$ cat src/rtl/core/moving_average_filter_defines.svh
// Assertion macros shared by the moving average filter RTL.
// Depends on nothing; included by files that carry assertions.
`ifndef MOVING_AVERAGE_FILTER_DEFINES_SVH
`define MOVING_AVERAGE_FILTER_DEFINES_SVH

// same-cycle implication, disabled in reset
`define MAF_ASSERT_NOW(label, clk, rstn, ante, cons, msg) \
    label: assert property (@(posedge clk) disable iff (!(rstn)) (ante) |-> (cons)) \
        else $error(msg);

// next-cycle implication, disabled in reset
`define MAF_ASSERT_NEXT(label, clk, rstn, ante, cons, msg) \
    label: assert property (@(posedge clk) disable iff (!(rstn)) (ante) |=> (cons)) \
        else $error(msg);

`endif

$ cat src/rtl/core/maf_pkg.sv
// Package for the moving average filter: sizes, register map, divider port types.
// Depends on nothing.
`default_nettype none
package maf_pkg;

    localparam int WINDOW_MAX  = 256;
    localparam int SAMPLE_BITS = 16;

    localparam int ADDR_W = $clog2(WINDOW_MAX);     // ring index
    localparam int LEN_W  = ADDR_W + 1;             // holds WINDOW_MAX itself
    localparam int SUM_W  = SAMPLE_BITS + ADDR_W;   // exact sum of a full window
    localparam int CNT_W  = $clog2(SUM_W);          // divider step counter

    localparam int PADDR_W = 3;
    localparam int PDATA_W = 32;

    localparam logic [LEN_W-1:0] LEN_RESET = LEN_W'(8);
    localparam logic [LEN_W-1:0] LEN_MAX   = LEN_W'(WINDOW_MAX);

    // register index, taken from paddr[PADDR_W-1:2]
    localparam logic [PADDR_W-3:0] REG_WINDOW_LENGTH = '0;

    localparam logic OP_SAMPLE = 1'b0;
    localparam logic OP_CLEAR  = 1'b1;

    typedef struct packed {
        logic                    start;
        logic signed [SUM_W-1:0] dividend;
        logic [LEN_W-1:0]        divisor;
    } div_req_t;

    typedef struct packed {
        logic                          done;
        logic signed [SAMPLE_BITS-1:0] quotient;
    } div_rsp_t;

endpackage
`default_nettype wire

$ cat src/rtl/core/maf_div.sv
// Radix-2 restoring divider, signed sum by unsigned count, truncating toward zero.
// Depends on maf_pkg.
`default_nettype none
module maf_div (
    input  wire logic              aclk,
    input  wire logic              aresetn,
    input  wire maf_pkg::div_req_t req,
    output maf_pkg::div_rsp_t      rsp
);

    logic                        busy_reg;
    logic                        done_reg;
    logic                        neg_reg;
    logic [maf_pkg::CNT_W-1:0]   cnt_reg;
    logic [maf_pkg::SUM_W-1:0]   quo_reg;
    logic [maf_pkg::LEN_W-1:0]   rem_reg;
    logic [maf_pkg::LEN_W-1:0]   div_reg;

    logic [maf_pkg::SUM_W-1:0]   mag;
    logic [maf_pkg::LEN_W:0]     rem_sh;
    logic                        ge;
    logic [maf_pkg::LEN_W:0]     rem_sub;
    logic [maf_pkg::SUM_W-1:0]   quo_signed;

    assign mag     = req.dividend[maf_pkg::SUM_W-1] ? maf_pkg::SUM_W'(-req.dividend)
                                                    : maf_pkg::SUM_W'(req.dividend);
    assign rem_sh  = {rem_reg, quo_reg[maf_pkg::SUM_W-1]};
    assign ge      = rem_sh >= {1'b0, div_reg};
    assign rem_sub = rem_sh - {1'b0, div_reg};

    always_ff @(posedge aclk) begin
        if (!aresetn) begin
            busy_reg <= 1'b0;
            done_reg <= 1'b0;
            cnt_reg  <= '0;
        end else begin
            done_reg <= 1'b0;
            if (req.start) begin
                busy_reg <= 1'b1;
                cnt_reg  <= '0;
            end else if (busy_reg) begin
                cnt_reg <= cnt_reg + 1'b1;
                if (cnt_reg == maf_pkg::CNT_W'(maf_pkg::SUM_W - 1)) begin
                    busy_reg <= 1'b0;
                    done_reg <= 1'b1;
                end
            end
        end
    end

    always_ff @(posedge aclk) begin
        if (req.start) begin
            quo_reg <= mag;
            rem_reg <= '0;
            div_reg <= req.divisor;
            neg_reg <= req.dividend[maf_pkg::SUM_W-1];
        end else if (busy_reg) begin
            quo_reg <= {quo_reg[maf_pkg::SUM_W-2:0], ge};
            rem_reg <= ge ? rem_sub[maf_pkg::LEN_W-1:0] : rem_sh[maf_pkg::LEN_W-1:0];
        end
    end

    assign quo_signed   = neg_reg ? (~quo_reg + 1'b1) : quo_reg;
    assign rsp.done     = done_reg;
    assign rsp.quotient = quo_signed[maf_pkg::SAMPLE_BITS-1:0];

endmodule
`default_nettype wire

$ cat src/rtl/core/moving_average_filter.sv
// Moving average filter top level: ring memory, running sum, APB register, control.
// Depends on maf_pkg, maf_div and moving_average_filter_defines.svh.
//
//   channel   ports                       direction
//   s_        s_op, s_sample              word in  (valid/ready)
//   m_        m_mean, m_window_full       word out (valid/ready)
//   apb       psel..pready                register window_length at 0x0
//
// Sample word: update, 24 divider steps, done, output load, then the next word is taken;
// clear word: output load, then the next word is taken.
// A new word is taken while a result still waits.
// Reset is synchronous, active low; no memory clearing pass is needed.
// A stalled output holds the next result in the divider until the slot frees.
`default_nettype none
`include "moving_average_filter_defines.svh"
module moving_average_filter (
    input  wire logic                                   aclk,
    input  wire logic                                   aresetn,
    input  wire logic                                   s_valid,
    output logic                                        s_ready,
    input  wire logic                                   s_op,
    input  wire logic signed [maf_pkg::SAMPLE_BITS-1:0] s_sample,
    output logic                                        m_valid,
    input  wire logic                                   m_ready,
    output logic signed [maf_pkg::SAMPLE_BITS-1:0]      m_mean,
    output logic                                        m_window_full,
    input  wire logic                                   psel,
    input  wire logic                                   penable,
    input  wire logic                                   pwrite,
    input  wire logic [maf_pkg::PADDR_W-1:0]            paddr,
    input  wire logic [maf_pkg::PDATA_W-1:0]            pwdata,
    output logic [maf_pkg::PDATA_W-1:0]                 prdata,
    output logic                                        pready
);

    localparam logic [1:0] S_IDLE = 2'd0;
    localparam logic [1:0] S_UPD  = 2'd1;
    localparam logic [1:0] S_DIV  = 2'd2;
    localparam logic [1:0] S_OUT  = 2'd3;

    logic [1:0]                              state_reg, state_next;
    logic [maf_pkg::LEN_W-1:0]               wlen_reg;
    logic [maf_pkg::ADDR_W-1:0]              wpos_reg;
    logic [maf_pkg::LEN_W-1:0]               fill_reg;
    logic signed [maf_pkg::SUM_W-1:0]        sum_reg;
    logic signed [maf_pkg::SAMPLE_BITS-1:0]  sample_reg;
    logic                                    clr_reg;
    logic                                    full_res_reg;
    logic                                    m_valid_reg;
    logic signed [maf_pkg::SAMPLE_BITS-1:0]  m_mean_reg;
    logic                                    m_full_reg;

    logic signed [maf_pkg::SAMPLE_BITS-1:0]  ring_mem [maf_pkg::WINDOW_MAX];
    logic signed [maf_pkg::SAMPLE_BITS-1:0]  rdata_reg;

    logic [maf_pkg::LEN_W-1:0]               eff_len;
    logic                                    s_acc;
    logic                                    cfg_wr;
    logic                                    is_full;
    logic signed [maf_pkg::SUM_W-1:0]        sum_next;
    logic [maf_pkg::LEN_W-1:0]               fill_next;
    logic [maf_pkg::LEN_W-1:0]               wpos_inc;
    logic                                    out_free;
    maf_pkg::div_req_t                       div_req;
    maf_pkg::div_rsp_t                       div_rsp;

    assign eff_len = (wlen_reg == '0) ? maf_pkg::LEN_W'(1)
                   : (wlen_reg > maf_pkg::LEN_MAX) ? maf_pkg::LEN_MAX : wlen_reg;

    assign s_ready  = (state_reg == S_IDLE);
    assign s_acc    = s_valid && s_ready;
    assign cfg_wr   = psel && penable && pwrite
                   && (paddr[maf_pkg::PADDR_W-1:2] == maf_pkg::REG_WINDOW_LENGTH);
    assign out_free = !m_valid_reg || m_ready;

    assign is_full   = (fill_reg == eff_len);
    assign sum_next  = sum_reg + maf_pkg::SUM_W'(sample_reg)
                     - (is_full ? maf_pkg::SUM_W'(rdata_reg) : '0);
    assign fill_next = is_full ? fill_reg : fill_reg + 1'b1;
    assign wpos_inc  = {1'b0, wpos_reg} + 1'b1;

    assign div_req.start    = (state_reg == S_UPD);
    assign div_req.dividend = sum_next;
    assign div_req.divisor  = fill_next;

    maf_div u_div (
        .aclk    (aclk),
        .aresetn (aresetn),
        .req     (div_req),
        .rsp     (div_rsp)
    );

    // ring memory, one read port and one write port
    always_ff @(posedge aclk) begin
        if (s_acc) begin
            rdata_reg <= ring_mem[wpos_reg];
        end
        if (state_reg == S_UPD) begin
            ring_mem[wpos_reg] <= sample_reg;
        end
    end

    always_comb begin
        state_next = state_reg;
        case (state_reg)
            S_IDLE: begin
                if (s_acc) begin
                    state_next = (s_op == maf_pkg::OP_CLEAR) ? S_OUT : S_UPD;
                end
            end
            S_UPD: state_next = S_DIV;
            S_DIV: begin
                if (div_rsp.done) begin
                    state_next = S_OUT;
                end
            end
            S_OUT: begin
                if (out_free) begin
                    state_next = S_IDLE;
                end
            end
            default: state_next = S_IDLE;
        endcase
    end

    always_ff @(posedge aclk) begin
        if (!aresetn) begin
            state_reg   <= S_IDLE;
            wlen_reg    <= maf_pkg::LEN_RESET;
            wpos_reg    <= '0;
            fill_reg    <= '0;
            sum_reg     <= '0;
            m_valid_reg <= 1'b0;
        end else begin
            state_reg <= state_next;
            if (cfg_wr) begin
                wlen_reg <= pwdata[maf_pkg::LEN_W-1:0];
                wpos_reg <= '0;
                fill_reg <= '0;
                sum_reg  <= '0;
            end else if (s_acc && s_op == maf_pkg::OP_CLEAR) begin
                wpos_reg <= '0;
                fill_reg <= '0;
                sum_reg  <= '0;
            end else if (state_reg == S_UPD) begin
                sum_reg  <= sum_next;
                fill_reg <= fill_next;
                wpos_reg <= (wpos_inc == eff_len) ? '0 : wpos_inc[maf_pkg::ADDR_W-1:0];
            end
            if (state_reg == S_OUT && out_free) begin
                m_valid_reg <= 1'b1;
            end else if (m_ready) begin
                m_valid_reg <= 1'b0;
            end
        end
    end

    always_ff @(posedge aclk) begin
        if (s_acc) begin
            sample_reg   <= s_sample;
            clr_reg      <= (s_op == maf_pkg::OP_CLEAR);
            full_res_reg <= 1'b0;
        end else if (state_reg == S_UPD) begin
            full_res_reg <= (fill_next == eff_len);
        end
        if (state_reg == S_OUT && out_free) begin
            m_mean_reg <= clr_reg ? '0 : div_rsp.quotient;
            m_full_reg <= full_res_reg;
        end
    end

    assign m_valid       = m_valid_reg;
    assign m_mean        = m_mean_reg;
    assign m_window_full = m_full_reg;

    assign prdata = maf_pkg::PDATA_W'(wlen_reg);
    assign pready = 1'b1;

    `MAF_ASSERT_NOW(a_fill_in_window, aclk, aresetn, 1'b1, fill_reg <= eff_len, "fill count beyond window")
    `MAF_ASSERT_NOW(a_wpos_in_window, aclk, aresetn, 1'b1, {1'b0, wpos_reg} < eff_len, "write position beyond window")
    `MAF_ASSERT_NEXT(a_accept_leaves_idle, aclk, aresetn, s_acc, state_reg != S_IDLE, "accepted word did not start")
    `MAF_ASSERT_NOW(a_div_done_in_div, aclk, aresetn, div_rsp.done, state_reg == S_DIV, "divider finished outside divide state")

endmodule
`default_nettype wire
$ cat config.mk
export PLATFORM = sky130hd
export DESIGN_NAME = moving_average_filter
export DESIGN_NICKNAME = d
export VERILOG_FILES = /design/src/rtl/core/maf_pkg.sv /design/src/rtl/core/maf_div.sv /design/src/rtl/core/moving_average_filter.sv
export VERILOG_INCLUDE_DIRS = /design/src /design/src/rtl/core
export SDC_FILE = /design/constraint.sdc
export NUM_CORES = 2
export LEC_CHECK = 0
export BUFFER_PORTS_ARGS = -buffer_cell sky130_fd_sc_hd__buf_4
export CORE_MARGIN = 1.5
export CORE_UTILIZATION = 42
export CTS_CLUSTER_SIZE = 30
export DETAILED_ROUTE_END_ITERATION = 6
export GPL_TIMING_DRIVEN = 0
export PLACE_DENSITY = 0.53
export SETUP_SLACK_MARGIN = 0.02
export SYNTH_ARGS = -nofsm -noshare
export SYNTH_HDL_FRONTEND = slang
export SYNTH_SLANG_ARGS = --single-unit
$ cat constraint.sdc
create_clock -name aclk -period 10.2 [get_ports aclk]
set_clock_uncertainty 0.2 [all_clocks]
set_input_delay 0.51 -clock aclk [delete_from_list [all_inputs] [get_ports aclk]]
set_output_delay 0.51 -clock aclk [all_outputs]
set_load 0.02 [all_outputs]
==> metrics.txt <==
Util after Layout=50.8%; Final Critical Period=9.49 ns; number of I/O pins=111; row count=231; synthesized instance count=7424; Yosys top cell area share=75.4%; CP required=10.59 ns; Final Wtd Congestion=1.03; CP Capture Type=flip-flop; syn_area_per_cell=22.4 um^2; # DRC=0; EDFF count, synth=4180; Routed Antenna Nets=0; headroom to the max-slew limit=-11.4%; Setup TNS=0 ns; share of layout cells above drive strength 1=34.3%; PnR worst setup slack=0.712 ns; clock sink count=4250; Tcrit/Tclk final=93.0%; largest net degree at the start of global routing=41; Yosys cell types=83; sequential share of the synthesized area=76.2%; vias in the first global route=87200; Nets=8616; Synth area leaders=edfxtp_1 (75%), mux4_2 (18%), nor2_1 (0.87%); Multi-input gate area=38600 um^2; total power draw=47.0 mW; Skew-Pair Late Insertion Delay=1.05 ns; root buf cell=clkbuf_16; Worst-Margin Slew=1.67 ns; Final Setup Violations=0; Core Box Area=395000 um^2; fillers=30900; setup repair after global routing missed its margin=no; Max clock buf depth=4; H-tree Lvls=5; Sw Pwr=14.1 mW; Worst IR Drop VDD=0.159 mV; Mapped Area=166000 um^2; Worst Reg-to-Reg Cells=11; Cell Pwr Density=234 nW/um^2; critical path launch point type=flip-flop; clock group share of total power=34.7%; combinational power share=21.9%; port bufs=61; maxcap violations=6; Static Leak=61.9 nW; ys async rst share=0%; die area=400000 um^2; die width=633 um; worst slack, placed=1.58 ns; switching share of power=30.0%; top_reg_cell synth=edfxtp_1; fmax=105 MHz; drt wl/cell=51.8 um; DRT iter0 DRCs=18300; Remaining Overflow, GRT=0; post-detail-place hpwl=524 mm; violated checks=max-capacitance violations, max-slew violations; starting density of the core=42.1%; worst hold path type=in -> reg; Clk pin slew, worst setup/hold paths=0.06 ns; All-Layer GR Usage=36.6%; Worst Hold Path Cells=2; WL final=734 mm; Critical Path Fanout Max=10; Crit path arrival time=9.88 ns; Pint=32.9 mW; antenna violations before repair=123; CTS Buf Count=448; max reg flops=4096; final hold vios=0; CTS tree=yes; Slew Limit Fails=33; synth-to-layout area growth=20.6%; total number of vias=94600; cell taking the most area after synthesis=edfxtp_1; router iterations before antenna repair=6; first-pass GRT wire length=924 mm; routed vias/inst=6.68; Worst Setup Path Type=reg -> reg; setup bufs post-CTS=0; Die Y=633 um; status=complete, but fails checks; Synth Register Bits=4250; register area=127000 um^2; Synth Warn #=0; sequential share of power=43.4%
[cell usage in the layout (no fill, tap or decap), types with 45 or more instances in the layout]
cell / netlist / layout
buf_12: 0 / 180
buf_16: 0 / 208
clkinv_1: 1 / 105
buf_4: 30 / 97
ha_1: 45 / 45
edfxtp_1: 4180 / 4180
nand3_1: 70 / 70
nor2_2: 0 / 99
nor2_1: 385 / 147
dfxtp_1: 70 / 70
buf_8: 0 / 68
clkbuf_2: 0 / 144
nand2_1: 144 / 144
diode_2: 0 / 61
inv_1: 126 / 125
buf_2: 79 / 152
o21ai_0: 48 / 47
clkbuf_1: 241 / 189
clkinv_2: 0 / 89
dlygate4sd3_1: 0 / 66
nor2_4: 0 / 139
a21oi_1: 76 / 76
clkbuf_16: 0 / 453
mux4_2: 1297 / 1297
[worst max-delay path, stage by stage, from the launching register on]
cell      delay (ns)
dfxtp_1         0.54
clkbuf_1        0.98
clkbuf_2        0.82
clkbuf_2        0.79
clkbuf_2        0.74
buf_2           0.96
mux4_2          0.43
mux4_2          0.46
mux2i_1         1.01
o21ai_0         0.83
nand3_1         0.56
nand4_1         0.53
[stage by stage]
step,instances,area [um^2],hold slack (ns)
2_1_floorplan,7446,167000,0.208
3_3_place_gp,12700,174000,0.258
3_5_place_dp,13200,186000,0.258
4_1_cts,14100,201000,0.0297
5_1_grt,14100,201000,0.0613
6_report,14200,201000,0.0849
[final timing paths]
check | startpoint | end | slack, ns
hold reg to reg | sum_reg[22]$_SDFFE_PP0P_ | sum_reg[22]$_SDFFE_PP0P_ | 0.27
hold / removal | s_sample[0] | sample_reg[0]$_DFFE_PP_ | 0.08
setup / recovery | wpos_reg[1]$_SDFFE_PP0P_ | rdata_reg[14]$_DFFE_PP_ | 0.71
setup reg to reg | wpos_reg[1]$_SDFFE_PP0P_ | rdata_reg[14]$_DFFE_PP_ | 0.71
[cell families (layout without fill, tap and decap cells)]
family / Yosys count / in the layout / share of synthesized area, %
buf+inv: 559 / 1978 / 1.39
flops: 4250 / 4250 / 76.2
compound gates: 293 / 293 / 1.20
xor+xnor: 74 / 74 / 0.389
fa+ha+maj: 69 / 69 / 0.627
other cells: 2 / 85 / 0.00451
mux: 1345 / 1345 / 17.8
simple gates: 832 / 832 / 2.30
[timing repair]
item                                   in CTS  in global routing
gates resized for setup                     0                  0
hold buffers                               66                  0
endpoints found under the hold margin      55                  0
[synthesized netlist by cell type (48+ instances only)]
master	number
nand2_1	144
clkbuf_1	241
nand3_1	70
inv_1	126
buf_2	79
mux4_2	1297
o21ai_0	48
buf_1	81
a21oi_1	76
nor2_1	385
edfxtp_1	4180
dfxtp_1	70
[power groups by stage]
stage	sequential, mW	combinational, mW	clock, mW
global route	20.4	10.5	16.9
finish	20.4	10.3	16.3
CTS	20.4	10.0	16.3
global placement	22.2	7.95	0
floorplan	21.4	4.32	0
detailed placement	20.8	9.96	0
[layer usage]
| metal | wire, um | up-vias | GRT usage, % |
|---|---|---|---|
| met3 | 100000 | 1603 | 13.4 |
| met5 | 1020 | - | 1.35 |
| met2 | 318000 | 7603 | 52.7 |
| met1 | 256000 | 51700 | 46.3 |
| li1 | - | 33600 | - |
| met4 | 59000 | 40 | 24.4 |
[cell type report]
type                       count  share of cell area (%)
clock inverter               274                    1.26
inverter                     127                   0.238
buffer                       432                    1.06
clock buffer                 553                    5.87
antenna                       61                  0.0761
timing repair buffer         592                    5.75
sequential                  4250                    63.2
tap                         5242                    3.27
multi-input combinational   2637                    19.2
No activity file was read; power rests on OpenSTA's default activity.
